--- src/hw/rtl/bpc_pkg.sv ---
// ----------------------------------------------------------------------------
// bpc_pkg
// Types, constants and helpers shared by the pressure compensation block.
// ----------------------------------------------------------------------------
`default_nettype none

package bpc_pkg;

  localparam int unsigned DataW = 64;

  localparam logic [63:0] TFineOffset = 64'd128000;
  localparam logic [20:0] PressBase   = 21'd1048576;
  localparam logic [63:0] PressScale  = 64'd3125;
  localparam logic [63:0] DivOne      = 64'h0000_8000_0000_0000;  // 1 << 47

  typedef enum logic [2:0] {
    REG_T1    = 3'd0,
    REG_T2    = 3'd1,
    REG_T3    = 3'd2,
    REG_P1    = 3'd3,
    REG_P2_P3 = 3'd4,
    REG_P4_P5 = 3'd5,
    REG_P6_P7 = 3'd6,
    REG_P8_P9 = 3'd7
  } bpc_reg_e;

  typedef struct packed {
    logic [15:0] t1;
    logic [15:0] t2;
    logic [15:0] t3;
    logic [15:0] p1;
    logic [15:0] p2;
    logic [15:0] p3;
    logic [15:0] p4;
    logic [15:0] p5;
    logic [15:0] p6;
    logic [15:0] p7;
    logic [15:0] p8;
    logic [15:0] p9;
  } bpc_cal_t;

  // Work handed from front end to back end.
  typedef struct packed {
    logic [63:0] num;
    logic [63:0] den;
    logic [31:0] tfine;
  } bpc_job_t;

  function automatic logic [63:0] sx16(input logic [15:0] v);
    return {{48{v[15]}}, v};
  endfunction

endpackage

`default_nettype wire

--- src/hw/rtl/bpc_mul.sv ---
// ----------------------------------------------------------------------------
// bpc_mul
// Low 64 bits of a 64x64 product, one 32x32 partial product per cycle.
// ----------------------------------------------------------------------------
`default_nettype none

module bpc_mul
  import bpc_pkg::*;
(
  input  wire logic              clk_i,
  input  wire logic              rst_ni,
  input  wire logic              start_i,
  input  wire logic [DataW-1:0]  a_i,
  input  wire logic [DataW-1:0]  b_i,
  output logic                   done_o,
  output logic [DataW-1:0]       p_o
);

  logic [63:0] a_q, b_q, acc_q;
  logic [1:0]  step_q;
  logic        done_q;
  logic [31:0] ma, mb;
  logic [63:0] prod;

  always_comb begin
    ma = (step_q == 2'd3) ? a_q[63:32] : a_q[31:0];
    mb = (step_q == 2'd2) ? b_q[63:32] : b_q[31:0];
  end

  assign prod = 64'(ma) * 64'(mb);

  always_ff @(posedge clk_i or negedge rst_ni) begin
    if (!rst_ni) begin
      step_q <= 2'd0;
      done_q <= 1'b0;
    end else begin
      done_q <= (step_q == 2'd3);
      if (start_i) begin
        step_q <= 2'd1;
      end else if (step_q != 2'd0) begin
        step_q <= step_q + 2'd1;
      end
    end
  end

  always_ff @(posedge clk_i) begin
    if (start_i) begin
      a_q <= a_i;
      b_q <= b_i;
    end else if (step_q == 2'd1) begin
      acc_q <= prod;
    end else if (step_q != 2'd0) begin
      // cross terms only reach the upper word
      acc_q <= acc_q + {prod[31:0], 32'd0};
    end
  end

  assign done_o = done_q;
  assign p_o    = acc_q;

endmodule

`default_nettype wire

--- src/hw/rtl/bpc_front.sv ---
// ----------------------------------------------------------------------------
// bpc_front
// Accept raw readings; form fine temperature, dividend and divisor.
// ----------------------------------------------------------------------------
`default_nettype none

module bpc_front
  import bpc_pkg::*;
(
  input  wire logic         clk_i,
  input  wire logic         rst_ni,
  input  wire bpc_cal_t     cal_i,
  input  wire logic         push,
  input  wire logic [19:0]  raw_temperature_i,
  input  wire logic [19:0]  raw_pressure_i,
  output logic              full,
  output logic              job_wr_o,
  output bpc_job_t          job_o,
  input  wire logic         job_full_i
);

  typedef enum logic [3:0] {
    F_IDLE  = 4'b0001,
    F_ISSUE = 4'b0010,
    F_WAIT  = 4'b0100,
    F_PUSH  = 4'b1000
  } bpc_fstate_e;

  typedef enum logic [3:0] {
    OP_TA  = 4'd0,
    OP_DD  = 4'd1,
    OP_TF  = 4'd2,
    OP_SQ  = 4'd3,
    OP_V2A = 4'd4,
    OP_V2B = 4'd5,
    OP_X   = 4'd6,
    OP_Y   = 4'd7,
    OP_DEN = 4'd8,
    OP_NUM = 4'd9
  } bpc_fop_e;

  bpc_fstate_e  st_q;
  bpc_fop_e     op_q;
  logic         slot_q;
  logic [19:0]  slot_t_q, slot_p_q, wt_q, wp_q;
  logic [63:0]  a_q, dd_q, v1_q, sq_q, v2_q, x_q, y_q, den_q, num_q;
  logic [31:0]  tf_q;

  logic [17:0]        ta;
  logic [16:0]        dt;
  logic [20:0]        pp;
  logic [63:0]        mul_a, mul_b, mul_p, tf_sum;
  logic signed [63:0] ms;
  logic [63:0]        sh8, sh11, sh12, sh14, sh33;
  logic               mul_done;

  assign full = slot_q;
  assign ta   = {1'b0, wt_q[19:3]} - {1'b0, cal_i.t1, 1'b0};
  assign dt   = {1'b0, wt_q[19:4]} - {1'b0, cal_i.t1};
  assign pp   = PressBase - {1'b0, wp_q};

  assign ms   = mul_p;
  assign sh8  = ms >>> 8;
  assign sh11 = ms >>> 11;
  assign sh12 = ms >>> 12;
  assign sh14 = ms >>> 14;
  assign sh33 = ms >>> 33;
  assign tf_sum = a_q + sh14;

  always_comb begin
    mul_a = v1_q;
    mul_b = v1_q;
    case (op_q)
      OP_TA:  begin mul_a = {{46{ta[17]}}, ta}; mul_b = sx16(cal_i.t2); end
      OP_DD:  begin mul_a = {{47{dt[16]}}, dt}; mul_b = {{47{dt[16]}}, dt}; end
      OP_TF:  begin mul_a = dd_q; mul_b = sx16(cal_i.t3); end
      OP_SQ:  begin mul_a = v1_q; mul_b = v1_q; end
      OP_V2A: begin mul_a = sq_q; mul_b = sx16(cal_i.p6); end
      OP_V2B: begin mul_a = v1_q; mul_b = sx16(cal_i.p5); end
      OP_X:   begin mul_a = sq_q; mul_b = sx16(cal_i.p3); end
      OP_Y:   begin mul_a = v1_q; mul_b = sx16(cal_i.p2); end
      OP_DEN: begin mul_a = y_q;  mul_b = {48'd0, cal_i.p1}; end
      OP_NUM: begin mul_a = ({43'd0, pp} << 31) - v2_q; mul_b = PressScale; end
      default: begin mul_a = v1_q; mul_b = v1_q; end
    endcase
  end

  bpc_mul u_mul (
    .clk_i   (clk_i),
    .rst_ni  (rst_ni),
    .start_i (st_q == F_ISSUE),
    .a_i     (mul_a),
    .b_i     (mul_b),
    .done_o  (mul_done),
    .p_o     (mul_p)
  );

  always_ff @(posedge clk_i or negedge rst_ni) begin
    if (!rst_ni) begin
      st_q   <= F_IDLE;
      op_q   <= OP_TA;
      slot_q <= 1'b0;
    end else begin
      if (push && !slot_q) begin
        slot_q <= 1'b1;
      end
      case (st_q)
        F_IDLE: begin
          if (slot_q) begin
            slot_q <= 1'b0;
            op_q   <= OP_TA;
            st_q   <= F_ISSUE;
          end
        end
        F_ISSUE: st_q <= F_WAIT;
        F_WAIT: begin
          if (mul_done) begin
            if (op_q == OP_NUM) begin
              st_q <= F_PUSH;
            end else begin
              op_q <= bpc_fop_e'(op_q + 4'd1);
              st_q <= F_ISSUE;
            end
          end
        end
        F_PUSH: begin
          if (!job_full_i) begin
            st_q <= F_IDLE;
          end
        end
        default: st_q <= F_IDLE;
      endcase
    end
  end

  always_ff @(posedge clk_i) begin
    if (push && !slot_q) begin
      slot_t_q <= raw_temperature_i;
      slot_p_q <= raw_pressure_i;
    end
    if (st_q == F_IDLE && slot_q) begin
      wt_q <= slot_t_q;
      wp_q <= slot_p_q;
    end
    if (st_q == F_WAIT && mul_done) begin
      case (op_q)
        OP_TA:  a_q  <= sh11;
        OP_DD:  dd_q <= sh12;
        OP_TF: begin
          tf_q <= tf_sum[31:0];
          v1_q <= tf_sum - TFineOffset;
        end
        OP_SQ:  sq_q <= mul_p;
        OP_V2A: v2_q <= mul_p;
        OP_V2B: v2_q <= v2_q + (mul_p << 17) + (sx16(cal_i.p4) << 35);
        OP_X:   x_q  <= sh8;
        OP_Y:   y_q  <= DivOne + x_q + (mul_p << 12);
        OP_DEN: den_q <= sh33;
        OP_NUM: num_q <= mul_p;
        default: num_q <= mul_p;
      endcase
    end
  end

  assign job_wr_o  = (st_q == F_PUSH);
  assign job_o.num   = num_q;
  assign job_o.den   = den_q;
  assign job_o.tfine = tf_q;

endmodule

`default_nettype wire

--- config.mk ---
export PLATFORM = sky130hd
export DESIGN_NAME = bpc_front
export DESIGN_NICKNAME = d
export VERILOG_FILES = /design/src/hw/rtl/bpc_pkg.sv /design/src/hw/rtl/bpc_mul.sv /design/src/hw/rtl/bpc_front.sv
export SDC_FILE = /design/constraint.sdc
export NUM_CORES = 2
export LEC_CHECK = 0
export BUFFER_PORTS_ARGS = -buffer_cell sky130_fd_sc_hd__buf_2
export CAP_MARGIN = 25
export CORE_UTILIZATION = 55
export CTS_CLUSTER_DIAMETER = 150
export DETAILED_ROUTE_END_ITERATION = 16
export PLACE_DENSITY = 0.73
export SKIP_LAST_GASP = 1
export SLEW_MARGIN = 20
export SYNTH_ARGS = -nofsm -noshare
export SYNTH_HDL_FRONTEND = slang
export SYNTH_SLANG_ARGS = --single-unit
export TNS_END_PERCENT = 50
--- constraint.sdc ---
create_clock -name clk_i -period 29.5 [get_ports clk_i]
set_input_delay 0 -clock clk_i [delete_from_list [all_inputs] [get_ports clk_i]]
set_output_delay 0 -clock clk_i [all_outputs]
set_load 0.01 [all_outputs]
# After elaboration in Yosys (flattened, before gate mapping)
# Cells that the tools add are included.
# Widths: inputs -> output; s select.
# totals
elab_cells	103
output_inout_bits	162
in_bits	236
regBits	828
# classes
n_eq_ne	20
muxes	21
multipliers	1
n_addsub	13
reduce_logical	24
n_bitwise	2
# ops
op	count
$pmux 64 s9	1
$pmux 64 s6	1
$add 64x64->64	4
$mux 64	2
$pmux 64 s2	1
$mul 32x32->64	1
$mux 32	2
$sub 52x64->64	1
$add 49x56->57 const A	1
$sub 54x18->55 const B	1
$add 53x50->54	1
$mux 4	7
$sub 21x20->21 const A	1
$eq 4x3->1 const B	5
$reduce_and 2->1	10
$sub 17x17->18	1
$sub 16x16->17	1
$pmux 4 s4	1
$eq 4x2->1 const B	3
$eq 4x4->1 const B	3
$reduce_bool 2->1	5
$reduce_or 9->1	1
$eq 4x1->1 const B	2
$pmux 4 s2	1
15 further kinds	24

# Logic depth before layout (Yosys ltp)
# logic_depth
depth_word	6
depth_mapped	43
mapped_depth_nobuf	40

# Hierarchy
# A second synthesis with hierarchy kept.
# hier_totals
hier_cells	7590
hier_area_um2	77261.6
# by_module_without_submodules
mod	seq_area_each_um2	area_per_inst_um2	cells_per_inst	n_inst
bpc_mul	5840.6	41232.0	4332	1
bpc_front	18213.7	36029.6	3258	1

# Worst setup path after synthesis
# OpenSTA, ideal clock, no wires.
# synth_timing
kind	reg2reg
start	register st_q[1]
end	register u_mul.acc_q[32] (netlist: u_mul.p_o[32]), enable pin
path_stages_with_launch	3
path_buffers	0
slack_ns	9.110
synth_period_minus_slack_ns	20.390
arrival_time_ns	18.779
setup_time_ns	1.610
required_time_ns	27.890
cell_sequence	dfrtp_1 nor4b_1 nor2_1
# synth_between
elab_chain_len	3
# synth_rtl
item	line	source
start, declared	bpc_front.sv:42	bpc_fstate_e st_q;
start signal, assigned	bpc_front.sv:100	st_q <= F_IDLE;
start signal, assigned	bpc_front.sv:112	st_q <= F_ISSUE;
start signal, assigned	bpc_front.sv:115	F_ISSUE: st_q <= F_WAIT;
$eq 4x2->1	bpc_front.sv:91	.start_i (st_q == F_ISSUE),
$not 1->1 (no source line)	-	
$reduce_and 2->1 (no source line)	-	
end signal, assigned	bpc_mul.sv:51	acc_q <= prod;
end signal, assigned	bpc_mul.sv:54	acc_q <= acc_q + {prod[31:0], 32'd0};
end, declared	bpc_mul.sv:19	logic [63:0] a_q, b_q, acc_q;
# No other way between the ends.
# A chain may end at the register's enable or synchronous reset.

# Worst setup path in the final report
# layout_timing
start	register u_mul.step_q[0]
end	register u_mul.acc_q[62] (netlist: u_mul.p_o[62]) (data pin)
# layout_between
elab_chain_len	6
word_cells_on_any_way	9
cone_classes	add/sub: 1; mul: 1; eq/ne: 3; mux: 4
# layout_rtl
item	line	source
start, declared	bpc_mul.sv:20	logic [1:0] step_q;
start signal, assigned	bpc_mul.sv:41	step_q <= step_q + 2'd1;
$eq 2x2->1 (on tied branches)	bpc_mul.sv:26, bpc_mul.sv:27	
$mux 32 (on tied branches)	bpc_mul.sv:26, bpc_mul.sv:27	
$mul 32x32->64	bpc_mul.sv:30	assign prod = 64'(ma) * 64'(mb);
$add 64x64->64	bpc_mul.sv:54	
$mux 64	bpc_mul.sv:52	end else if (step_q != 2'd0) begin
$mux 64 (*)	bpc_mul.sv:50	end else if (step_q == 2'd1) begin
# Mark *: on every way between the ends. The rest lies on a longest branch, timed or not. The select of a mux whose other input is x is not followed.

==> impl_metrics.csv <==
group,metric,value,unit
status,status,"finished clean",
critical_path,path_max_fanout,23,
sta,hold_viol_final,0,
global_route,overflow,0,
clock_network,clkSinkCount,794,
critical_path,cp.arrival,12.11,ns
critical_path,r2r_setup_slack,17.85,ns
die,core_region_area,137800,um2
clock_network,cts_tree,"built",
sta,max_slew_margin,15.68,%
drt,first_pass_iters,7,
critical_path,worst_path_max_delay_cell,"ha_2",
drt,dr.first_iter.drc_count,6687,
clock_network,cts_max_level,3,
clock_network,cts_inserted_buffers,84,
critical_path,cp-start-kind,"flop",
clock_network,path_clk_slew,0.06,ns
critical_path,slowest_delay,0.66,ns
die,die_h,375.1,um
place,dp_hpwl,193500,um
critical_path,endpoint_kind,"flop",
final_layout,fin_cells,9688,
flow_run,max_cap_viol_count,0,
die,io_pins,398,
global_route,grt_pass1_wl,378700,um
final_layout,most-common-layout-cells,"inv_1 (1035), nand2_1 (965), fa_1 (929), edfxtp_1 (782), nor2_1 (598)",
synthesis,yosysWarnings,0,
critical_path,crit_end,"u_mul.p_o[62]",
final_layout,finish.instance_area,84090,um2
global_route,grt.total_usage,36.57,%
synthesis,yosys_most_used_dff,"edfxtp_1",
critical_path,critPathRequiredTime,29.96,ns
drt,via_count,60300,
final_layout,drive_gt1_share,9.877,%
sta,setup_violations,0,
synthesis,netlist_area,76580,um2
critical_path,cp-startpoint,"u_mul.step_q[0]",
clock_network,postCtsResizedCells,0,
min_path,min_path_type,"in -> reg",
synthesis,synth-seq-cells,794,
critical_path,crit_type,"reg -> reg",
global_route,grt_pass1_vias,60100,
synthesis,synth_edf_count,782,
die,rows,136,
place,gp_congestion,0.9909,
drt,wire_per_inst,26.39,um
sta,drv_slew,0,
final_layout,syn_to_final_growth,9.806,%
synthesis,avgSynthCellArea,10.20,um2
place,place_area,80380,um2
final_layout,fill_cells,11240,
clock_network,max-clock-path-buffers,3,
critical_path,rr_endpoint,"u_mul.p_o[62]",
drt,wirelength,255600,um
clock_network,clockRootBuffer,"clkbuf_16",
final_layout,layout.nets,9498,
critical_path,reg2reg_from,"u_mul.step_q[0]",
sta,grt_setup_unrepaired,"no",
synthesis,synth_cells,7511,
sta,min_period,11.65,ns
sta,max_freq,0.08585,GHz
critical_path,r2r_cells,34,
synthesis,synthTopCellsByArea,"edfxtp_1 (31%), fa_1 (24%), ha_1 (8.4%)",
clock_network,clk_latency,0.72,ns
synthesis,yosysSeqAreaShare,31.06,%
place,io_buffer_count,346,
synthesis,synth_area_leader_cell,"edfxtp_1",
sta,setup-tns-final,0,ns
die,die_x,375.1,um
die,dieArea,140700,um2
final_layout,final_util,61.01,%
synthesis,synth_top_area_share,30.66,%
drt,vias_per_cell,6.224,
global_route,grt_max_degree,73,
synthesis,synth_async_sr_flop_share,1.511,%
drt,antenna_left,0,
synthesis,syn-num-nets,9189,
die,start_util,55.56,%
sta,fin_crit_sh,39.49,%
sta,max_slew.worst_pin.slew,1.230,ns
synthesis,yosysUniqueCellTypes,102,
place,dp_cells,9435,
sta,finClkSkew,0.05393,ns
final_layout,final_common_cell,"inv_1",
drt,drc,0,
global_route,antenna_found_initial,19,
==> sequential cells by signal, summed over array words and instances (netlist names), 4 cells and up <==
name / cells
a_q: 53
dd_q: 52
den_q: 31
num_q: 64
op_q: 4
slot_p_q: 20
slot_t_q: 17
sq_q: 64
st_q: 4
tf_q: 22
u_mul.a_q: 64
u_mul.b_q: 55
u_mul.p_o: 64
v1_q: 55
v2_q: 64
wp_q: 20
wt_q: 17
x_q: 56
y_q: 64
==> final cells by class <==
| class | count | area, um2 | area share [%] |
|---|---|---|---|
| inverter | 1035 | 3885 | 4.620 |
| sequential | 794 | 23780 | 28.28 |
| clock inverter | 50 | 573.1 | 0.6815 |
| tap | 1794 | 2245 | 2.669 |
| clock buffer | 103 | 2193 | 2.608 |
| antenna | 7 | 17.52 | 0.02083 |
| timing repair buffer | 587 | 3776 | 4.491 |
| multi-input combinational | 5318 | 47620 | 56.63 |
==> worst min-delay path by stage <==
stage                           from  cells past startpoint      endpoint
5_1_grt        raw_temperature_i[19]                      2  slot_t_q[19]
6_report       raw_temperature_i[13]                      2  slot_t_q[13]
3_5_place_dp                  rst_ni                      1       op_q[3]
3_3_place_gp                  rst_ni                      1       op_q[3]
2_1_floorplan                 rst_ni                      0          full
4_1_cts            raw_pressure_i[3]                      2   slot_p_q[3]
==> timing repair <==
action,4_1_cts,5_1_grt
hold buffers,92,0
endpoints found under the hold margin,65,0
buffers inserted,0,0
==> per-stage QoR <==
step / hold slack [ns] / setup slack, ns
floorplan: -0.2956 / 9.110
global placement: -0.05053 / 18.05
detailed placement: -0.05050 / 17.95
CTS: 0.0007146 / 17.92
global route: 0.01665 / 17.34
finish: 0.02570 / 17.85
==> cells in the mapped netlist, drive strengths merged (25+ instances only) <==
library cell	n
a41oi	25
clkbuf	296
a222oi	60
mux2i	65
a211oi	29
xnor2	214
o21ai	233
nand4	48
and3	53
o21a	37
inv	1035
or3	28
and2	101
nor2b	40
mux2	58
nand2	966
a21o	220
ha	513
a22oi	26
nand3	78
o31ai	25
nand2b	52
o21bai	51
xor2	126
buf	68
a221oi	34
edfxtp	782
nor2	602
nor3	70
fa	929
a31oi	70
a21oi	313
==> layer usage <==
metal	global-route usage, %	part of all wire [%]
met4	19.77	6.3
met2	56.19	44
met3	7.979	11
met5	0	0.014
met1	48.52	38
==> kinds of logic (layout without fill, tap and decap cells) <==
group | Yosys count | count (layout) | synth area share (%)
flops | 794 | 794 | 31.06
compound gates | 1265 | 1265 | 11.12
buf+inv | 1399 | 1775 | 7.079
fa+ha+maj | 1442 | 1442 | 32.67
simple gates | 2148 | 2148 | 12.48
xor+xnor | 340 | 340 | 3.889
other cells | 0 | 7 | 0
mux | 123 | 123 | 1.702
==> worst max-delay path, delay by kind of cell (launching register included) <==
family | cells | cell delay [ns]
adder cells (fa/ha/maj) | 11 | 4.96
multiplexers | 1 | 0.31
AO/OA/AOI/OAI | 8 | 2.85
AND/OR/NAND/NOR | 5 | 1.25
buffers and inverters | 8 | 1.26
XOR/XNOR | 1 | 0.33
flip-flops | 1 | 0.45
Power is left out: the tool's default activity adds up to more than one toggle a clock period on the data nets, which glitch-free logic cannot reach.
