### src/hw/rtl/bpc_pkg.sv
// ----------------------------------------------------------------------------
// bpc_pkg
// Types, constants and helpers shared by the pressure compensation block.
// ----------------------------------------------------------------------------
`default_nettype none

package bpc_pkg;

  localparam int unsigned DataW = 64;

  localparam logic [63:0] TFineOffset = 64'd128000;
  localparam logic [20:0] PressBase   = 21'd1048576;
  localparam logic [63:0] PressScale  = 64'd3125;
  localparam logic [63:0] DivOne      = 64'h0000_8000_0000_0000;  // 1 << 47

  typedef enum logic [2:0] {
    REG_T1    = 3'd0,
    REG_T2    = 3'd1,
    REG_T3    = 3'd2,
    REG_P1    = 3'd3,
    REG_P2_P3 = 3'd4,
    REG_P4_P5 = 3'd5,
    REG_P6_P7 = 3'd6,
    REG_P8_P9 = 3'd7
  } bpc_reg_e;

  typedef struct packed {
    logic [15:0] t1;
    logic [15:0] t2;
    logic [15:0] t3;
    logic [15:0] p1;
    logic [15:0] p2;
    logic [15:0] p3;
    logic [15:0] p4;
    logic [15:0] p5;
    logic [15:0] p6;
    logic [15:0] p7;
    logic [15:0] p8;
    logic [15:0] p9;
  } bpc_cal_t;

  // Work handed from front end to back end.
  typedef struct packed {
    logic [63:0] num;
    logic [63:0] den;
    logic [31:0] tfine;
  } bpc_job_t;

  function automatic logic [63:0] sx16(input logic [15:0] v);
    return {{48{v[15]}}, v};
  endfunction

endpackage

`default_nettype wire

### src/hw/rtl/bpc_mul.sv
// ----------------------------------------------------------------------------
// bpc_mul
// Low 64 bits of a 64x64 product, one 32x32 partial product per cycle.
// ----------------------------------------------------------------------------
`default_nettype none

module bpc_mul
  import bpc_pkg::*;
(
  input  wire logic              clk_i,
  input  wire logic              rst_ni,
  input  wire logic              start_i,
  input  wire logic [DataW-1:0]  a_i,
  input  wire logic [DataW-1:0]  b_i,
  output logic                   done_o,
  output logic [DataW-1:0]       p_o
);

  logic [63:0] a_q, b_q, acc_q;
  logic [1:0]  step_q;
  logic        done_q;
  logic [31:0] ma, mb;
  logic [63:0] prod;

  always_comb begin
    ma = (step_q == 2'd3) ? a_q[63:32] : a_q[31:0];
    mb = (step_q == 2'd2) ? b_q[63:32] : b_q[31:0];
  end

  assign prod = 64'(ma) * 64'(mb);

  always_ff @(posedge clk_i or negedge rst_ni) begin
    if (!rst_ni) begin
      step_q <= 2'd0;
      done_q <= 1'b0;
    end else begin
      done_q <= (step_q == 2'd3);
      if (start_i) begin
        step_q <= 2'd1;
      end else if (step_q != 2'd0) begin
        step_q <= step_q + 2'd1;
      end
    end
  end

  always_ff @(posedge clk_i) begin
    if (start_i) begin
      a_q <= a_i;
      b_q <= b_i;
    end else if (step_q == 2'd1) begin
      acc_q <= prod;
    end else if (step_q != 2'd0) begin
      // cross terms only reach the upper word
      acc_q <= acc_q + {prod[31:0], 32'd0};
    end
  end

  assign done_o = done_q;
  assign p_o    = acc_q;

endmodule

`default_nettype wire

### src/hw/rtl/bpc_back.sv
// ----------------------------------------------------------------------------
// bpc_back
// Divide, apply the second-order pressure terms, clamp, hold the result.
// ----------------------------------------------------------------------------
`default_nettype none

module bpc_back
  import bpc_pkg::*;
(
  input  wire logic         clk_i,
  input  wire logic         rst_ni,
  input  wire bpc_cal_t     cal_i,
  input  wire logic         job_empty_i,
  input  wire bpc_job_t     job_i,
  output logic              job_rd_o,
  input  wire logic         pop,
  output logic              empty,
  output logic [31:0]       pressure_q24_8_o,
  output logic [31:0]       fine_temperature_o,
  output logic              divide_by_zero_o
);

  typedef enum logic [4:0] {
    B_IDLE  = 5'b00001,
    B_DIV   = 5'b00010,
    B_ISSUE = 5'b00100,
    B_WAIT  = 5'b01000,
    B_OUT   = 5'b10000
  } bpc_bstate_e;

  typedef enum logic [1:0] {
    OP_E9 = 2'd0,
    OP_SQ = 2'd1,
    OP_P8 = 2'd2
  } bpc_bop_e;

  bpc_bstate_e st_q;
  bpc_bop_e    op_q;
  logic [63:0] rem_q, quo_q, ud_q, q_q, m_q, ta_q, s_q;
  logic [5:0]  cnt_q;
  logic        neg_q, dz_q, out_vld_q;
  logic [31:0] tf_q;

  logic [63:0]        trial, quo_nx, mul_a, mul_b, mul_p, e13, sh19, sh25, r;
  logic signed [63:0] ms, qs, ss;
  logic               ge, mul_done, load_out;
  logic [31:0]        clamp;

  assign trial  = {rem_q[62:0], quo_q[63]};
  assign ge     = (trial >= ud_q);
  assign quo_nx = {quo_q[62:0], ge};

  assign ms   = mul_p;
  assign qs   = q_q;
  assign ss   = s_q;
  assign e13  = qs >>> 13;
  assign sh19 = ms >>> 19;
  assign sh25 = ms >>> 25;
  assign r    = 64'(ss >>> 8) + (sx16(cal_i.p7) << 4);

  always_comb begin
    if (r[63]) begin
      clamp = 32'd0;
    end else if (|r[63:32]) begin
      clamp = 32'hFFFF_FFFF;
    end else begin
      clamp = r[31:0];
    end
  end

  always_comb begin
    case (op_q)
      OP_E9:   begin mul_a = sx16(cal_i.p9); mul_b = e13; end
      OP_SQ:   begin mul_a = m_q;            mul_b = e13; end
      OP_P8:   begin mul_a = sx16(cal_i.p8); mul_b = q_q; end
      default: begin mul_a = m_q;            mul_b = q_q; end
    endcase
  end

  bpc_mul u_mul (
    .clk_i   (clk_i),
    .rst_ni  (rst_ni),
    .start_i (st_q == B_ISSUE),
    .a_i     (mul_a),
    .b_i     (mul_b),
    .done_o  (mul_done),
    .p_o     (mul_p)
  );

  assign job_rd_o = (st_q == B_IDLE) && !job_empty_i;
  assign load_out = (st_q == B_OUT) && (!out_vld_q || pop);
  assign empty    = !out_vld_q;

  always_ff @(posedge clk_i or negedge rst_ni) begin
    if (!rst_ni) begin
      st_q      <= B_IDLE;
      op_q      <= OP_E9;
      cnt_q     <= '0;
      out_vld_q <= 1'b0;
    end else begin
      if (load_out) begin
        out_vld_q <= 1'b1;
      end else if (pop) begin
        out_vld_q <= 1'b0;
      end
      case (st_q)
        B_IDLE: begin
          if (!job_empty_i) begin
            cnt_q <= '0;
            op_q  <= OP_E9;
            st_q  <= (job_i.den == '0) ? B_OUT : B_DIV;
          end
        end
        B_DIV: begin
          cnt_q <= cnt_q + 6'd1;
          if (cnt_q == 6'd63) begin
            st_q <= B_ISSUE;
          end
        end
        B_ISSUE: st_q <= B_WAIT;
        B_WAIT: begin
          if (mul_done) begin
            if (op_q == OP_P8) begin
              st_q <= B_OUT;
            end else begin
              op_q <= bpc_bop_e'(op_q + 2'd1);
              st_q <= B_ISSUE;
            end
          end
        end
        B_OUT: begin
          if (load_out) begin
            st_q <= B_IDLE;
          end
        end
        default: st_q <= B_IDLE;
      endcase
    end
  end

  always_ff @(posedge clk_i) begin
    if (job_rd_o) begin
      tf_q  <= job_i.tfine;
      dz_q  <= (job_i.den == '0);
      neg_q <= job_i.num[63] ^ job_i.den[63];
      rem_q <= '0;
      quo_q <= job_i.num[63] ? (64'd0 - job_i.num) : job_i.num;
      ud_q  <= job_i.den[63] ? (64'd0 - job_i.den) : job_i.den;
    end else if (st_q == B_DIV) begin
      rem_q <= ge ? (trial - ud_q) : trial;
      quo_q <= quo_nx;
      if (cnt_q == 6'd63) begin
        q_q <= neg_q ? (64'd0 - quo_nx) : quo_nx;
      end
    end
    if (st_q == B_WAIT && mul_done) begin
      case (op_q)
        OP_E9:   m_q  <= mul_p;
        OP_SQ:   ta_q <= sh25;
        OP_P8:   s_q  <= q_q + ta_q + sh19;
        default: m_q  <= mul_p;
      endcase
    end
    if (load_out) begin
      pressure_q24_8_o   <= dz_q ? 32'd0 : clamp;
      fine_temperature_o <= tf_q;
      divide_by_zero_o   <= dz_q;
    end
  end

endmodule

`default_nettype wire

### config.mk
export PLATFORM = sky130hd
export DESIGN_NAME = bpc_back
export DESIGN_NICKNAME = d
export VERILOG_FILES = /design/src/hw/rtl/bpc_pkg.sv /design/src/hw/rtl/bpc_mul.sv /design/src/hw/rtl/bpc_back.sv
export SDC_FILE = /design/constraint.sdc
export NUM_CORES = 2
export LEC_CHECK = 0
export BUFFER_PORTS_ARGS = -buffer_cell sky130_fd_sc_hd__clkbuf_2
export CAP_MARGIN = 20
export CORE_MARGIN = 2
export CORE_UTILIZATION = 47
export CTS_BUF_LIST = sky130_fd_sc_hd__clkbuf_16
export DETAILED_ROUTE_END_ITERATION = 7
export GPL_TIMING_DRIVEN = 1
export PLACE_DENSITY_LB_ADDON = 0.05
export SLEW_MARGIN = 20
export SYNTH_ARGS = -nofsm -noshare
export SYNTH_HDL_FRONTEND = slang
export SYNTH_SLANG_ARGS = --single-unit
### constraint.sdc
create_clock -name clk_i -period 12.9 [get_ports clk_i]
set_input_delay 3.87 -clock clk_i [delete_from_list [all_inputs] [get_ports clk_i]]
set_output_delay 3.87 -clock clk_i [all_outputs]
set_load 0.02 [all_outputs]
## Word level (Yosys, flattened, before mapping)

Cells that the tools add are included.

| operators by class | value |
|---|---|
| add/sub/neg operators | 11 |
| $mul | 1 |
| order comparisons | 1 |
| equal/unequal tests | 16 |
| mux-type cells | 30 |
| bitwise logic cells | 4 |
| reductions and logical operators | 27 |

Operators with widths:

| kind | number |
|---|---|
| two-way mux 64 bit | 6 |
| adder 64 bit | 3 |
| subtractor 1 x 64 -> 64 bit (first input constant) | 3 |
| two-way mux 63 bit | 3 |
| one-hot mux 64 bit (2 select lines) | 1 |
| two-way mux 32 bit | 3 |
| >= comparator 64 bit | 1 |
| logical NOT 64 bit | 1 |
| multiplier 32 x 32 -> 64 bit | 1 |
| subtractor 63 bit | 1 |
| adder 56 x 20 -> 57 bit | 1 |
| OR reduction 32 bit | 1 |
| two-way mux 5 bit | 6 |
| one-hot mux 5 bit (5 select lines) | 1 |
| nonzero test 2 bit | 7 |
| one-hot mux 6 bit (2 select lines) | 1 |
| two-way mux 2 bit | 5 |
| AND reduction 2 bit | 5 |
| inequality test 2 bit (second input constant) | 4 |
| AND reduction 4 bit | 2 |
| adder 6 x 1 -> 6 bit (second input constant) | 1 |
| == test 2 bit (second input constant) | 3 |
| == test 6 bit (second input constant) | 1 |
| two-way mux 6 bit | 1 |
| other kinds (18) | 28 |

| word-level totals | value |
|---|---|
| flip-flop bits (word level) | 730 |
| input port bits | 356 |

## Logic depth before layout (Yosys ltp)

| depth | value |
|---|---|
| word-level depth | 6 |
| mapped depth | 42 |
| depth with buffers taken out | 40 |

## Hierarchy

From an unflattened synthesis, not the netlist that was laid out.

| second synthesis, totals | value |
|---|---|
| cell total of the unflattened synthesis | 7,746 |
| area total of the unflattened synthesis | 76,049.2 sq um |

By module, submodules not included:

| module | instances | cells an instance | area an instance (sq um) |
|---|---|---|---|
| bpc_mul | 1 | 4,337 | 41,318.4 |
| bpc_back | 1 | 3,409 | 34,730.8 |

## Worst setup path after synthesis

Ideal clock, no wire load.

| timing path | value |
|---|---|
| path type | reg-to-reg |
| from | register u_mul.step_q[0] |
| to | register u_mul.acc_q[63], in the netlist u_mul.p_o[63] (data pin) |
| library setup time | 0.157 ns |
| data arrival time | 10.115 ns |
| path slack | 2.628 ns |
| stages on the path, launching flop included | 42 |
| period minus slack after synthesis | 10.272 ns |
| cells stage by stage | dfrtp_1 inv_1 ha_1 clkbuf_1 clkbuf_1 mux2i_1 clkbuf_1 nor2_1 fa_1 inv_1 fa_1 fa_1 inv_1 fa_1 ha_1 ha_1 inv_1 fa_1 [6 not listed] nor2b_1 o21ai_0 nand2b_1 a21oi_1 xnor2_1 ha_1 a21o_1 a21o_1 a21o_1 a21oi_1 nor2b_1 a211oi_1 a21oi_1 o41ai_2 o31ai_1 and2_1 o2111a_1 nor3_1 |

| between the ends | value |
|---|---|
| cells in the longest elaborated chain, start to end | 6 |
| elaborated cells on any way between the ends | 9 |

Ends and longest elaborated chain:

| what | RTL line | RTL |
|---|---|---|
| start, declared | bpc_mul.sv:20 | `logic [1:0] step_q;` |
| start signal, assigned | bpc_mul.sv:41 | `step_q <= step_q + 2'd1;` |
| == test 2 bit, on equally long branches | bpc_mul.sv:26, bpc_mul.sv:27 |  |
| two-way mux 32 bit, on equally long branches | bpc_mul.sv:26, bpc_mul.sv:27 |  |
| multiplier 32 x 32 -> 64 bit | bpc_mul.sv:30 | `assign prod = 64'(ma) * 64'(mb);` |
| adder 64 bit | bpc_mul.sv:54 | `acc_q <= acc_q + {prod[31:0], 32'd0};` |
| two-way mux 64 bit | bpc_mul.sv:52 | `end else if (step_q != 2'd0) begin` |
| two-way mux 64 bit (*) | bpc_mul.sv:50 | `end else if (step_q == 2'd1) begin` |
| end signal, assigned | bpc_mul.sv:51 | `acc_q <= prod;` |
| end signal, assigned | bpc_mul.sv:54 |  |
| end, declared | bpc_mul.sv:19 | `logic [63:0] a_q, b_q, acc_q;` |

Mark *: on every way between the ends. The rest lies on a longest branch, timed or not. The select of a mux whose other input is x is not followed.
A chain may end at the register's enable or synchronous reset.

## Final worst setup path

Ends and elaborated chain as after synthesis.

==> results by group <==
Critical path
  • RR Startpoint: u_mul.step_q[0]
  • R2R setup slack: 1.21 ns
  • Worst path slowest cell: mux2i_2
  • Crit Path Max Fanout: 23
  • Cell family with most CP delay: adder cells
  • CP Class: flip-flop to flip-flop
  • Worst path most repeated cell: fa_1
  • R2r endpoint: u_mul.p_o[63]
  • CP Launch Type: flip-flop
  • Worst path max stage delay: 0.87 ns
  • Worst path buffer plus inverter count: 5
  • Worst setup EP type: flip-flop
  • CP arrival: 12.20 ns
  • WP data required: 13.41 ns
  • Worst r2r path cells: 38

Min path
  • Hold Startpoint: u_mul.p_o[7]
  • Min-delay worst type: flip-flop to flip-flop
  • Hold endpoint: m_q[7]
  • Hold path depth: 0

Timing
  • Tcrit/Tclk final: 90.62%
  • F_max: 85.55 MHz
  • Worst setup margin: 1.210 ns
  • TNS Setup: 0 ns
  • Max Slew Vio Count: 0
  • RSZ-0062 raised after global routing: false
  • Post-layout min period: 11.69 ns
  • Worst Skew: 0.07505 ns
  • Worst slew margin: 19.05%
  • Setup Viol. Count Final: 0
  • Final Hold Viols: 0
  • Worst Max-Slew Pin Slew: 1.181 ns

Global route
  • Initial antenna violation count: 11
  • GRT Total Usage: 28.27%
  • GR Layer Usage met2: 45.19%
  • Grt ovf: 0
  • Global routing's busiest layer: met2
  • Met3 usage: 3.839%
  • Largest net degree at the start of global routing: 114
  • GR Layer Usage met1: 40.25%
  • First-pass GRT wire length: 344.9 mm
  • Vias in the first global route: 55.31k

Logic synthesis
  • Commonest cells post-synth: inv_1, nand2_1, fa_1, edfxtp_1, nor2_1
  • Library cells used by synthesis: 91
  • Syn Area/Cell: 9.920 µm²
  • Yosys top cell area share: 25.91%
  • Part of the Yosys area used for sequential elements: 28.18%
  • Syn nets: 9304
  • Mapped Area: 74410 µm²
  • Ys Warns: 0
  • Synth top area cells: edfxtp_1, fa_1, ha_1, inv_1, nand2_1
  • Number of synthesized register bits: 722
  • Number of flops mapped to enable cells by yosys: 642
  • Area leader, netlist: edfxtp_1
  • Ys async rst share: 2.355%
  • Predominant post-synthesis flop cell: edfxtp_1
  • Cells after Synth: 7501

Final layout
  • Util after Layout: 51.39%
  • Area growth syn-to-layout: 9.013%
  • Share of layout cells above drive strength 1: 9.344%
  • # nets final: 9449
  • Final Instance Area: 81110 µm²
  • Fillcell total: 14.70k

Place
  • DP HPWL: 182.7 mm
  • Number of port buffers: 278
  • Final GP Congestion: 0.9525
  • Area after DPL: 78210 µm²
  • Post-place setup slack: 1.501 ns

Route
  • 1st-iter DRT viols: 4533
  • Total wire length: 227.8 mm
  • Via/cell ratio: 5.614
  • Vias: 54.97k
  • DRT Pass-1 Iters: 8
  • Routed Antenna Nets: 0
  • Post-DR wirelength/cell: 23.27 µm
  • DR DRC count: 2

Floorplanning
  • I/O pin count: 423
  • Core Footprint: 157800 µm²
  • Die X: 401.9 µm
  • Die ar.: 161500 µm²
  • Cell Rows: 146
  • Die height: 401.9 µm
  • Initial cell density of the core: 47.14%

Clock tree
  • Clock Pin Slew Worst Setup and Hold Paths: 0.06 ns
  • CTS tree: yes
  • Post-CTS Resized: 0
  • Root buf cell: clkbuf_16
  • H-Tree Depth: 3
  • Number of buffers created by CTS: 85
  • Clk_lat worst skew: 0.73 ns
  • Hold buffers post-CTS: 0
  • Post-CTS Setup Bufs: 0
  • Clk sink count: 722
  • CTS Buffer Depth: 3

Outcome
  • Failing checks: DRC
  • Status: finished with violations

Run
  • Max Cap Viol: 0
[stage by stage]
step | cells | hold slack, ns
finish | 9790 | 0.4163
global route | 9788 | 0.4223
detailed placement | 9631 | 0.4045
floorplan | 7501 | 0.4003
CTS | 9788 | 0.4166
global placement | 9631 | 0.4001
[cell families after synthesis]
group,synth area share (%)
DFF,28.18
muxes,2.642
and+or+nand+nor,12.13
buffers and inverters,6.994
xor gates and xnor gates,4.909
AOI/OAI and AO/OA,11.12
adders and majority gates,34.03
[cell usage in the layout (no fill, tap or decap), types with 28 or more instances in the layout]
cell	synthesis	layout
xnor2_1	265	265
fa_1	961	961
clkbuf_2	2	278
nor3_1	48	48
or4_1	28	28
buf_4	0	114
clkbuf_16	0	85
xor2_1	152	152
mux2_2	115	115
inv_1	1040	1056
a21oi_1	313	312
o31ai_1	68	68
nor2_1	522	515
edfxtp_1	642	642
ha_1	486	483
and2_1	67	67
nand3_1	73	73
nor2b_1	40	40
or3_1	42	42
o21bai_1	35	35
mux2i_1	67	42
o21ai_0	349	349
a22o_1	41	40
o21a_1	38	38
nand2_1	1040	1040
a31oi_1	41	41
o41ai_1	30	29
dfxtp_1	63	63
nand2b_1	42	40
a21o_1	198	198
nand4_1	59	59
[cell type report]
cell class / count / area [µm²] / area share [%]
diodes: 2 / 5.005 / 0.006170
clock buffers: 85 / 2127 / 2.622
clock inverters: 72 / 758.2 / 0.9348
inverters: 1040 / 3909 / 4.819
multi-input cells: 5405 / 48510 / 59.80
flip-flops and latches: 722 / 20970 / 25.85
well taps: 2072 / 2592 / 3.196
repair buffers: 392 / 2247 / 2.770
[state kept, by name, summed over array words and instances, names as in the netlist, 2 cells and up]
name and cells:
st_q 5, u_mul.p_o 64, rem_q 63, quo_q 64, u_mul.b_q 64, q_q 64
u_mul.a_q 64, ud_q 64, pressure_q24_8_o 32, ta_q 39, u_mul.step_q 2, tf_q 32
fine_temperature_o 32, cnt_q 6, s_q 56, m_q 64, op_q 2
[routing by layer]
metal | up-vias | share of wire (%)
met5 | - | 0.024
met4 | 8 | 3.2
met2 | 1769 | 46
met1 | 27720 | 44
met3 | 287 | 6.6
li1 | 25180 | -
[worst max-delay path by stage]
stage	start	end	slack, ns	cells after the start
floorplan	u_mul.step_q[0]	u_mul.p_o[63]	2.63	41
global placement	u_mul.step_q[0]	u_mul.p_o[63]	1.65	38
detailed placement	u_mul.step_q[0]	u_mul.p_o[63]	1.50	38
CTS	u_mul.step_q[0]	u_mul.p_o[63]	1.45	38
global route	u_mul.step_q[0]	u_mul.p_o[63]	0.92	38
finish	u_mul.step_q[0]	u_mul.p_o[63]	1.21	38
Power is left out: the tool's default activity adds up to more than one toggle a clock period on the data nets, which glitch-free logic cannot reach.
