`config.mk`:
```
export PLATFORM = sky130hd
export DESIGN_NAME = bpc_fifo
export DESIGN_NICKNAME = d
export VERILOG_FILES = /design/src/hw/rtl/bpc_pkg.sv /design/src/hw/rtl/bpc_fifo.sv
export SDC_FILE = /design/constraint.sdc
export NUM_CORES = 1
export LEC_CHECK = 0
export BUFFER_PORTS_ARGS = -buffer_cell sky130_fd_sc_hd__buf_2
export CORE_ASPECT_RATIO = 0.6
export CORE_MARGIN = 2
export CORE_UTILIZATION = 52
export CTS_BUF_LIST = sky130_fd_sc_hd__clkbuf_16
export CTS_CLUSTER_DIAMETER = 40
export CTS_CLUSTER_SIZE = 28
export DETAILED_ROUTE_END_ITERATION = 8
export PLACE_DENSITY_LB_ADDON = 0.15
export SYNTH_ARGS = -nofsm -noshare
export SYNTH_HDL_FRONTEND = slang
export SYNTH_SLANG_ARGS = --single-unit
export TNS_END_PERCENT = 20
```
`constraint.sdc`:
```
create_clock -name clk_i -period 9.4 [get_ports clk_i]
set_input_delay 0.47 -clock clk_i [delete_from_list [all_inputs] [get_ports clk_i]]
set_output_delay 0.47 -clock clk_i [all_outputs]
set_load 0.02 [all_outputs]
```
`src/hw/rtl/bpc_pkg.sv`:
```
// ----------------------------------------------------------------------------
// bpc_pkg
// Types, constants and helpers shared by the pressure compensation block.
// ----------------------------------------------------------------------------
`default_nettype none

package bpc_pkg;

  localparam int unsigned DataW = 64;

  localparam logic [63:0] TFineOffset = 64'd128000;
  localparam logic [20:0] PressBase   = 21'd1048576;
  localparam logic [63:0] PressScale  = 64'd3125;
  localparam logic [63:0] DivOne      = 64'h0000_8000_0000_0000;  // 1 << 47

  typedef enum logic [2:0] {
    REG_T1    = 3'd0,
    REG_T2    = 3'd1,
    REG_T3    = 3'd2,
    REG_P1    = 3'd3,
    REG_P2_P3 = 3'd4,
    REG_P4_P5 = 3'd5,
    REG_P6_P7 = 3'd6,
    REG_P8_P9 = 3'd7
  } bpc_reg_e;

  typedef struct packed {
    logic [15:0] t1;
    logic [15:0] t2;
    logic [15:0] t3;
    logic [15:0] p1;
    logic [15:0] p2;
    logic [15:0] p3;
    logic [15:0] p4;
    logic [15:0] p5;
    logic [15:0] p6;
    logic [15:0] p7;
    logic [15:0] p8;
    logic [15:0] p9;
  } bpc_cal_t;

  // Work handed from front end to back end.
  typedef struct packed {
    logic [63:0] num;
    logic [63:0] den;
    logic [31:0] tfine;
  } bpc_job_t;

  function automatic logic [63:0] sx16(input logic [15:0] v);
    return {{48{v[15]}}, v};
  endfunction

endpackage

`default_nettype wire

```
`src/hw/rtl/bpc_fifo.sv`:
```
// ----------------------------------------------------------------------------
// bpc_fifo
// Short job queue between the front end and the back end.
// ----------------------------------------------------------------------------
`default_nettype none

module bpc_fifo
  import bpc_pkg::*;
#(
  parameter int unsigned Depth = 2
) (
  input  wire logic      clk_i,
  input  wire logic      rst_ni,
  input  wire logic      wr_i,
  input  wire bpc_job_t  wr_data_i,
  output logic           full_o,
  input  wire logic      rd_i,
  output bpc_job_t       rd_data_o,
  output logic           empty_o
);

  localparam int unsigned AddrW = (Depth > 1) ? $clog2(Depth) : 1;
  localparam int unsigned CntW  = $clog2(Depth + 1);

  bpc_job_t           mem_q [Depth];
  logic [AddrW-1:0]   wp_q, rp_q;
  logic [CntW-1:0]    cnt_q;
  logic               do_wr, do_rd;

  assign full_o  = (cnt_q == CntW'(Depth));
  assign empty_o = (cnt_q == '0);
  assign do_wr   = wr_i && !full_o;
  assign do_rd   = rd_i && !empty_o;
  assign rd_data_o = mem_q[rp_q];

  always_ff @(posedge clk_i or negedge rst_ni) begin
    if (!rst_ni) begin
      wp_q  <= '0;
      rp_q  <= '0;
      cnt_q <= '0;
    end else begin
      if (do_wr) begin
        wp_q <= (wp_q == AddrW'(Depth - 1)) ? '0 : wp_q + AddrW'(1);
      end
      if (do_rd) begin
        rp_q <= (rp_q == AddrW'(Depth - 1)) ? '0 : rp_q + AddrW'(1);
      end
      if (do_wr && !do_rd) begin
        cnt_q <= cnt_q + CntW'(1);
      end else if (do_rd && !do_wr) begin
        cnt_q <= cnt_q - CntW'(1);
      end
    end
  end

  always_ff @(posedge clk_i) begin
    if (do_wr) begin
      mem_q[wp_q] <= wr_data_i;
    end
  end

endmodule

`default_nettype wire

```
# [Word-level counts from Yosys, hierarchy flattened]
# Memory sizes are Yosys's and may differ from the RTL's.
# Index checks and enable logic that the tools add are counted.
[word_totals] mem_bits_rw=320 mem_count=1 out_inout_bits=162 reg_bits=4
[op_classes] eq_ne=1 reduce_logical=10 mux=6 n_addsub=4
[mem_list] memory="mem_q" words=2 word_bits=160 read_ports=1 rd_clocked_by_memory_dff=0 wr=1 line="bpc_fifo.sv:25" rtl="bpc_job_t mem_q [Depth];"
[op_table] op="logical AND 1 bit" n=4
[op_table] op="zero test 1 bit" n=4
[op_table] op="two-way mux 1 bit" n=4
[op_table] op="two-way mux 2 bit" n=2
[op_table] op="adder 1 bit, second input constant" n=2
[op_table] op="adder 2 x 1 -> 2 bit, second input constant" n=1
[op_table] op="== test 2 bit, second input constant" n=1
[op_table] op="zero test 2 bit" n=1
[op_table] op="nonzero test 2 bit" n=1
[op_table] op="subtractor 2 x 1 -> 2 bit, second input constant" n=1

# [Logic depth before layout (Yosys ltp)]
# Gate-level depths: netlist (run 1).
[depth] depth_word=7 ltp_mapped=7 mapped_depth_nobuf=7

# [Least setup slack after synthesis (run 1)]
# OpenSTA, ideal clock, no wires.
[synth_timing] kind="reg-to-reg" from="register cnt_q[0]" to="memory mem_q[0][0] (netlist name) (enable)" arrival_time_ns=7.284 setup_ns=0.682 path_slack_ns=1.434 period_less_slack_ns=7.966 path_stages_with_launch=4 n_path_buf=0 cell_sequence="dfrtp_1 -> nand2b_1 -> nand2_1 -> nor2_1"
[synth_between] elab_chain_len=5
[synth_rtl] item="start: declaration" line="bpc_fifo.sv:27" rtl="logic [CntW-1:0] cnt_q;"
[synth_rtl] item="start signal: assignment" line="bpc_fifo.sv:49" rtl="cnt_q <= cnt_q + CntW'(1);"
[synth_rtl] item="start signal: assignment" line="bpc_fifo.sv:51" rtl="cnt_q <= cnt_q - CntW'(1);"
[synth_rtl] item="== test 2 bit" line="bpc_fifo.sv:30" rtl="assign full_o = (cnt_q == CntW'(Depth));"
[synth_rtl] item="zero test 1 bit" line="bpc_fifo.sv:32" rtl="assign do_wr = wr_i && !full_o;"
[synth_rtl] item="logical AND 1 bit" line="bpc_fifo.sv:32"
[synth_rtl] item="two-way mux 1 bit" line="bpc_fifo.sv:57" rtl="if (do_wr) begin"
[synth_rtl] item="two-way mux 1 bit (implied by the code)" line="bpc_fifo.sv:58" rtl="mem_q[wp_q] <= wr_data_i;"
[synth_rtl] item="end: declaration" line="bpc_fifo.sv:25"
# Every way passes these cells.

==> results by group, run 1 <==
Setup path
  – CP Cell Sequence: buf_4 > buf_4 > mux2_2 > buf_2
  – CP endpoint kind: output pin
  – Worst endpoint required time: 8.93 ns
  – Setup Crit Path Kind: reg -> out
  – Slowest-stage cell, CP: buf_4
  – Worst setup path start: rp_q$_DFFE_PN0P_
  – WP data arrival: 3.80 ns
  – CP bufs+invs: 3
  – Top Family by Delay on Critical Path: buffers and inverters
  – Worst reg2reg startpoint: cnt_q[0]$_DFFE_PN0P_
  – CP Max Fanout: 64
  – Type of origin of the critical path: register
  – Top cell by count, worst path: buf_4
  – Max stage delay on crit path: 0.92 ns

Floorplan
  – Die Ht: 122.2 um
  – Core Rows: 43
  – Boundary pin count: 326
  – Core area: 22,970 sq um
  – DIE WIDTH: 201.0 um
  – Initial cell density of the core: 52.69%
  – Die area: 24,550 sq um

Global routing
  – Pin count of the biggest net entering global routing: 69
  – Number of global-route vias before repair: 6,251
  – Initial antenna violation count: 3
  – All-Layer GR Usage: 18.56%
  – Grt total ovfl: 0
  – First-pass GRT wire length: 34,510 um

Logic synthesis
  – Post-Synthesis Cells: 517
  – Most area-consuming cells after synthesis: edfxtp_1 79%, mux2_4 11%, mux2_2 6.5%
  – Ys Warns: 0
  – FFs w/ async S/R, synth: 1.235%
  – Commonest register cell after synthesis: edfxtp_1
  – Synth top area share: 79.39%
  – Cell accounting for the most synthesized area: edfxtp_1
  – Mean Syn Cell Area: 23.41 sq um
  – Synthesized cell area: 12,100 sq um
  – Library cells used by synthesis: 15
  – Count leader, synth: edfxtp_1
  – Post-synth net total: 682
  – Synth cell count leaders: 320 x edfxtp_1, 90 x mux2_4, 70 x mux2_2
  – Yosys reg bits: 324
  – Sequential share of the synthesized area: 80.22%
  – Post-synth EDFFs: 320

Route
  – Final wirelength: 23,420 um
  – Wire per inst: 19.43 um
  – Via-to-Cell Ratio: 4.977
  – DRC viols: 0
  – Vias: 5,997
  – TritonRoute pass-1 iters: 4
  – Post-detailed-route count of antenna-violating nets: 0
  – Initial DRC count: 313

Timing
  – Setup tns final: 0 ns
  – Setup Skew: 0.03153 ns
  – Slew Limit Fails: 0
  – Setup ws final: 5.134 ns
  – Final Hold Viols: 0
  – Final setup fails: 0
  – Slew at the pin closest to its max-slew limit: 1.049 ns
  – RSZ-0062 raised after global routing: no
  – Clock period minus worst slack: 4.266 ns
  – Rel. slew slack: 29.91%
  – Max Clk Rate: 234.4 MHz
  – Tcrit/Tclk final: 45.39%

Placed design
  – GPL Wtd Cong: 0.7700
  – Dpl hpwl: 15,970 um
  – Post-DP Area: 14,030 sq um
  – Pre-CTS setup slack: 5.638 ns
  – Port Buf Inserts: 325

Hold path
  – Worst min path class: in -> reg
  – Min-delay src: wr_data_i[28]

Layout
  – Share of cells above drive strength 1: 62.05%
  – # fillers: 1,575
  – Layout Nets: 1,029
  – Area Growth Syn to Fin: 25.30%
  – Post-route cell area: 15,170 sq um

Power and ir drop
  – Peak VDD IR: 0.2522 mV
  – Leakage: 5.934 nW
  – Final total power: 0.005085 W
  – Pwr/cell area: 335.3 nW/um^2

Clocking
  – Setup Buffers After CTS: 0
  – Post-CTS Resized: 0
  – CTS tree: yes
  – H-Tree Depth: 1
  – Num CTS Buffers: 31
  – Clock Latency Late Sink: 0.57 ns
  – CTS Hold Buffers Added: 1
  – Clk sink count: 324
  – Reg clk slew, reported paths: 0.08 ns
  – Clock root buffer: clkbuf_16
  – Clock Tree Buf Depth: 3

Flow run
  – Max Cap Violations: 0

Status
  – Status: complete, no violations
metal layers:
metal | track usage [%] | wire, um | up-vias
li1 | - | - | 2766
met1 | 24.15 | 9660 | 2961
met2 | 30.49 | 11150 | 230
met3 | 6.554 | 2184 | 38
met4 | 4.074 | 413 | 2
met5 | 0 | 13 | -
worst reg2reg max path: cells and delay by family (launching register included):
family / cells / cell delay (ns)
and+or+nand+nor: 3 / 1.15
buffers and inverters: 2 / 1.65
DFF: 1 / 0.43
flip-flops by register name (all words and copies together), names as in the netlist:
signal / cells
cnt_q: 2
wp_q: 1
rp_q: 1
mem_q: 320
where the power goes:
group          total (W)  switching (W)  internal (W)  leakage (nW)
clock network    0.00131       0.000608      0.000706         0.533
logic            0.00168       0.000984      0.000700          2.38
registers        0.00209       0.000111       0.00198          3.02
cell families (layout without fill, tap and decap cells):
logic type               count (synthesis)  in the layout  share of synthesized area (%)
multiplexers                           160            160                          17.68
XOR/XNOR                                 5              5                         0.3619
buffers and inverters                   20            391                          1.375
flip-flops                             324            324                          80.22
adder cells (fa/ha/maj)                  1              1                         0.1034
AND/OR/NAND/NOR                          6              6                         0.2274
AO/OA/AOI/OAI                            1              1                        0.04131
other                                    0              2                              0
cells in the final DEF, fill, tap and decap left out, drive strengths merged:
cell and count:
diode 2, buf 331, dfrtp 4, xnor2 3, clkinv 8, ha 1, nor2 3, nand2b 1
mux2 160, clkinvlp 4, o21ai 1, nand2 1, clkbuf 31, xor2 2, and3 1, inv 14
bufinv 2, dlygate4sd3 1, edfxtp 320
worst paths after layout:
path / end / slack [ns] / cells past startpoint
worst min register to register: cnt_q[1]$_DFFE_PN0P_ / 0.52 / 1
min in group asynchronous: rp_q$_DFFE_PN0P_ / 0.24 / 2
max in group asynchronous: rp_q$_DFFE_PN0P_ / 9.02 / 2
worst max-delay path: rd_data_o[137] / 5.13 / 4
worst min-delay path: mem_q[0][28]$_DFFE_PP_ / 0.08 / 1
worst max register to register: mem_q[0][108]$_DFFE_PP_ / 5.72 / 5
through the flow:
stage | util, % | std cells | hold WS [ns]
global placement | 61.06 | 1145 | 0.2816
global route | 66.00 | 1203 | 0.05627
CTS | 66.00 | 1203 | 0.05327
floorplan | - | 517 | 0.1744
detailed placement | 61.06 | 1145 | 0.2876
finish | 66.02 | 1205 | 0.07733
cell type report:
cell class / instances / area, sq um / area share [%]
diodes: 2 / 5.005 / 0.03300
clock buffers: 31 / 775.7 / 5.115
clock inverters: 26 / 349.1 / 2.302
inverters: 2 / 7.507 / 0.04950
multi-input cells: 173 / 2241 / 14.77
flip-flops and latches: 324 / 9713 / 64.04
well taps: 315 / 394.1 / 2.599
repair buffers: 332 / 1682 / 11.09
(Power assumes the default switching activity.)
==> run 2, diff against run 1 <==
==> constraint.sdc (replaced) <==
create_clock -name clk_i -period 4.4 [get_ports clk_i]
set_input_delay 0.22 -clock clk_i [delete_from_list [all_inputs] [get_ports clk_i]]
set_output_delay 0.22 -clock clk_i [all_outputs]
set_load 0.02 [all_outputs]
==> run 2 against run 1 <==
Routed wire length increased by 11%. Sequential share of layout area decreased by 6.3 points. Combinational power increased by 120%. Global-route usage increased by 1.9 points. Highest routed layer is now met4. Clock power increased by 110%. Sequential power increased by 120%. Total power increased by 120%. Register-to-register slack got worse by 3.6 ns. Non-clock buffer count increased by 164.
==> results by group, run 2 (synthesis gave the netlist of run 1 again) <==
Setup path
  – Critical R2R Capture: mem_q[1][34]$_DFFE_PP_
  – CP bufs+invs: 2
  – Max stage delay on crit path: 1.06 ns
  – Slowest-stage cell, CP: dfrtp_4
  – CP endpoint kind: output pin
  – CP Max Fanout: 62
  – WP data arrival: 2.74 ns
  – Top Family by Delay on Critical Path: flip-flops
  – Worst reg2reg startpoint: cnt_q[0]$_DFFE_PN0P_
  – CP Depth: 3
  – R2R Setup Slk: 2.14 ns
  – CP Cell Sequence: buf_12 > mux2_4 > buf_2
  – Worst reg2reg path depth: 3
  – Worst setup path start: rp_q$_DFFE_PN0P_
  – Worst endpoint required time: 4.18 ns
  – Type of origin of the critical path: register
  – Setup Crit Path Kind: reg -> out
  – Setup crit end: rd_data_o[65]

Layout
  – Share of cells above drive strength 1: 52.33%
  – Sequential cell area: 9713 sq um
  – # fillers: 1,377
  – Layout Nets: 1,192
  – Non-filler cells, final: 1,368
  – Most flops, register: mem_q
  – Commonest non-fill, non-tap cell in the layout: buf_2
  – Most frequent cells in the layout: 325 x buf_2, 320 x edfxtp_1, 163 x dlygate4sd3_1
  – Multi-input logic area: 2241 sq um
  – Area Growth Syn to Fin: 38.96%
  – Largest register FFs: 320
  – Biggest regs: mem_q (320), cnt_q (2)

Timing
  – WHS: 0.04066 ns
  – Final Hold Viols: 0
  – Tcrit/Tclk final: 67.24%
  – Setup Skew: 0.01236 ns
  – Slew Limit Fails: 0
  – Final setup fails: 0
  – Slew at the pin closest to its max-slew limit: 0.9760 ns
  – Max Clk Rate: 338.0 MHz
  – RSZ-0062 raised after global routing: no
  – Rel. slew slack: 34.93%
  – Clock period minus worst slack: 2.959 ns

Flow run
  – Max Cap Violations: 0

Power and ir drop
  – Final total power: 0.01102 W
  – Peak VDD IR: 0.3960 mV
  – Pwr/cell area: 654.9 nW/um^2
  – Leakage: 6.625 nW

Floorplan
  – Initial cell density of the core: 52.69%
  – Core Rows: 43
  – Boundary pin count: 326
  – Die area: 24,550 sq um
  – Core area: 22,970 sq um
  – DIE WIDTH: 201.0 um
  – Die Ht: 122.2 um

Route
  – Final wirelength: 25,900 um
  – Post-detailed-route count of antenna-violating nets: 0
  – Vias: 6,770
  – TritonRoute pass-1 iters: 4
  – DRC viols: 0
  – Initial DRC count: 345
  – Wire per inst: 18.93 um
  – Via-to-Cell Ratio: 4.949

Global routing
  – First-pass GRT wire length: 38,870 um
  – Pin count of the biggest net entering global routing: 106
  – Number of global-route vias before repair: 7,148
  – Grt total ovfl: 0
  – All-Layer GR Usage: 20.50%
  – Initial antenna violation count: 1

Status
  – Status: complete, no violations

Clocking
  – Reg clk slew, reported paths: 0.07 ns
  – Clock root buffer: clkbuf_16
  – H-Tree Depth: 1
  – Clock Latency Late Sink: 0.56 ns
  – Clock Tree Buf Depth: 3
  – CTS tree: yes
  – Num CTS Buffers: 30
  – Clk sink count: 324

Placed design
  – Dpl hpwl: 16,230 um
  – Inst Count DP: 1,147
  – GPL Wtd Cong: 0.7618
  – Port Buf Inserts: 325

Hold path
  – Worst min path class: in -> reg
==> run 2: changes by cell type in the layout (fill, tap and decap cells not counted), moves of 2 or more <==
cell / previous run / this run
inv_8: 5 / 3
dlygate4sd3_1: 1 / 163
inv_6: 4 / 2
clkinv_4: 2 / 4
buf_12: 0 / 3
==> run 2: final cells by class <==
cell class              count  area share, %
inverters                   2        0.04463
repair buffers            496          19.95
clock inverters            26          2.098
well taps                 315          2.343
flip-flops and latches    324          57.75
multi-input cells         173          13.32
diodes                      2        0.02976
clock buffers              30          4.463
==> run 2: what timing repair did <==
item | 4_1_cts | 5_1_grt
endpoints found under the hold margin | 325 | 0
resized for setup | 0 | 0
hold buffers | 163 | 0
buffers inserted | 0 | 0
setup endpoints to repair | 0 | 0
==> run 2: worst min-delay path by stage <==
stage,to,slack (ns),cells past startpoint,startpoint
floorplan,cnt_q[0]$_DFFE_PN0P_,-0.08,0,rst_ni
global placement,wp_q$_DFFE_PN0P_,0.03,1,rst_ni
detailed placement,wp_q$_DFFE_PN0P_,0.03,1,rst_ni
CTS,wp_q$_DFFE_PN0P_,0.02,3,wr_i
global route,wp_q$_DFFE_PN0P_,0.05,3,wr_i
finish,wp_q$_DFFE_PN0P_,0.04,3,wr_i
==> run 2: metal layers <==
metal	vias up	GRT usage [%]	share of wire, %
li1	3098	-	-
met1	3355	26.96	42
met2	263	33.35	48
met3	54	6.233	7.7
met4	0	6.157	2.6
met5	-	0	0
==> run 2: report_power, final <==
part           switching [W]  internal (W)  total (W)
registers           0.000300       0.00422    0.00452
clock network        0.00126       0.00151    0.00277
logic                0.00212       0.00161    0.00373
==> run 2: worst min-delay path, delay by kind of cell <==
| family | cells | cell delay [ns] |
|---|---|---|
| xor+xnor | 1 | 0.08 |
| buf+inv | 1 | 0.10 |
| simple gates | 1 | 0.15 |
==> run 2: through the flow <==
stage          setup TNS (ns)  util [%]  worst slack, ns  instance area [sq um]
2_1_floorplan          -64.93         -          -0.4058                  12110
3_3_place_gp                0     61.29            2.073                  14080
3_5_place_dp                0     61.29            2.048                  14080
4_1_cts                     0     73.19            1.429                  16810
5_1_grt                     0     73.19            1.299                  16810
6_report                    0     73.22            1.441                  16820
==> run 3, diff against run 2 <==
==> constraint.sdc (replaced) <==
create_clock -name clk_i -period 2.73 [get_ports clk_i]
set_input_delay 0.1365 -clock clk_i [delete_from_list [all_inputs] [get_ports clk_i]]
set_output_delay 0.1365 -clock clk_i [all_outputs]
set_load 0.02 [all_outputs]
==> run 3 against run 2 <==
Via count rose by 0.71%. Routed wire length rose by 3.1%. Hold slack improved by 0.31 ns. Clock skew rose by 0.0030 ns. Non-clock buffer count rose by 1. Core utilization rose by 0.89 points. Critical endpoint is now rd_data_o[8].
==> results by group, run 3 (synthesis gave the netlist of run 1 again) <==
Route
  – Wire per inst: 19.37 um
  – Post-detailed-route count of antenna-violating nets: 0
  – Vias: 6,818
  – Initial DRC count: 380
  – DRC viols: 0
  – Final wirelength: 26,710 um
  – Via-to-Cell Ratio: 4.944
  – TritonRoute pass-1 iters: 4

Clocking
  – Clock Latency Late Sink: 0.50 ns
  – Reg clk slew, reported paths: 0.06 ns
  – CTS tree: yes
  – Clk sink count: 324
  – Clock root buffer: clkbuf_16
  – Clock Tree Buf Depth: 3
  – CTS Hold Buffers Added: 164
  – Post-CTS Resized: 0
  – H-Tree Depth: 2
  – Setup Buffers After CTS: 0
  – Num CTS Buffers: 37

Timing
  – Final setup fails: 0
  – Slew at the pin closest to its max-slew limit: 0.6356 ns
  – WHS: 0.3525 ns
  – Tcrit/Tclk final: 81.43%
  – Final Hold Viols: 0
  – Slew Limit Fails: 0
  – RSZ-0062 raised after global routing: no
  – Rel. slew slack: 57.62%
  – Setup Skew: 0.01535 ns
  – Max Clk Rate: 449.8 MHz
  – Clock period minus worst slack: 2.223 ns
  – Setup ws final: 0.5069 ns

Placed design
  – Pre-CTS setup slack: 1.003 ns
  – Port Buf Inserts: 325
  – GPL Wtd Cong: 0.8098
  – Dpl hpwl: 16,330 um

Layout
  – Largest register FFs: 320
  – # fillers: 1,358
  – Post-layout util: 74.10%
  – Most frequent cells in the layout: 325 x buf_2, 320 x edfxtp_1, 164 x dlygate4sd3_1
  – Most flops, register: mem_q
  – Layout Nets: 1,200
  – Share of cells above drive strength 1: 52.78%
  – Commonest non-fill, non-tap cell in the layout: buf_2
  – Biggest regs: mem_q (320), cnt_q (2)
  – Area Growth Syn to Fin: 40.64%

Global routing
  – Grt total ovfl: 0
  – Pin count of the biggest net entering global routing: 102
  – Number of global-route vias before repair: 7,135
  – Initial antenna violation count: 3
  – All-Layer GR Usage: 21.22%
  – First-pass GRT wire length: 39,400 um

Floorplan
  – Core Rows: 43
  – Die Ht: 122.2 um
  – DIE WIDTH: 201.0 um
  – Die area: 24,550 sq um
  – Boundary pin count: 326
  – Initial cell density of the core: 52.69%
  – Core area: 22,970 sq um

Setup path
  – WP data arrival: 2.09 ns
  – Max stage delay on crit path: 0.67 ns
  – Setup Crit Path Kind: reg -> out
  – Worst endpoint required time: 2.59 ns
  – Slowest-stage cell, CP: dfrtp_4
  – CP endpoint kind: output pin
  – Type of origin of the critical path: register
  – CP Cell Sequence: buf_12 > mux2_2 > buf_2
  – CP Max Fanout: 38

Power and ir drop
  – Pwr/cell area: 1074 nW/um^2
  – Leakage: 6.731 nW
  – Peak VDD IR: 0.7123 mV

Status
  – Status: complete, no violations

Flow run
  – Max Cap Violations: 0

Hold path
  – Worst min path class: in -> reg
run 3: power by group:
part	switching (W)	total, W	internal, W
clock	0.00200	0.00484	0.00284
combinational	0.00360	0.00629	0.00268
sequential	0.000353	0.00716	0.00680
run 3: path summary, 6_finish.rpt:
path                       slack (ns)  cells after the start                       to                 start
max                              0.51                      3             rd_data_o[8]      rp_q$_DFFE_PN0P_
min                              0.35                      2  mem_q[0][143]$_DFFE_PP_        wr_data_i[143]
max reg2reg                      0.94                      3  mem_q[1][117]$_DFFE_PP_  cnt_q[0]$_DFFE_PN0P_
min reg2reg                      0.55                      1         wp_q$_DFFE_PN0P_      wp_q$_DFFE_PN0P_
max in group asynchronous        1.94                      3         rp_q$_DFFE_PN0P_                rst_ni
min in group asynchronous        0.58                      3     cnt_q[0]$_DFFE_PN0P_                rst_ni
run 3: metal layers:
layer  vias up  global-route usage, %  share of wire, %
li1       3120                      -                 -
met1      3380                  27.26                41
met2       275                  36.03                50
met3        43                  5.457               6.9
met4         0                  6.528               2.0
met5         -                      0                 0
run 3: worst max-delay path, delay by kind of cell, from the launching register on:
kind	cells	cell delay, ns
buf+inv	2	0.49
flops	1	0.67
mux	1	0.40
run 3: metrics by stage:
stage	area, sq um	instances	power (W)	TNS (ns)
2_1_floorplan	12130	517	0.01155	-150.84
3_3_place_gp	14160	1147	0.01323	0
3_5_place_dp	14160	1147	0.01336	0
4_1_cts	17020	1376	0.01844	0
5_1_grt	17020	1379	0.01903	0
6_report	17020	1379	0.01829	0
run 3: final cells by class:
type	instances	area (sq um)	share of cell area, %
diodes	3	7.507	0.04410
clock buffers	37	925.9	5.439
clock inverters	28	291.5	1.712
inverters	2	7.507	0.04410
multi-input cells	173	2256	13.25
flip-flops and latches	324	9713	57.06
well taps	315	394.1	2.315
repair buffers	497	3428	20.14
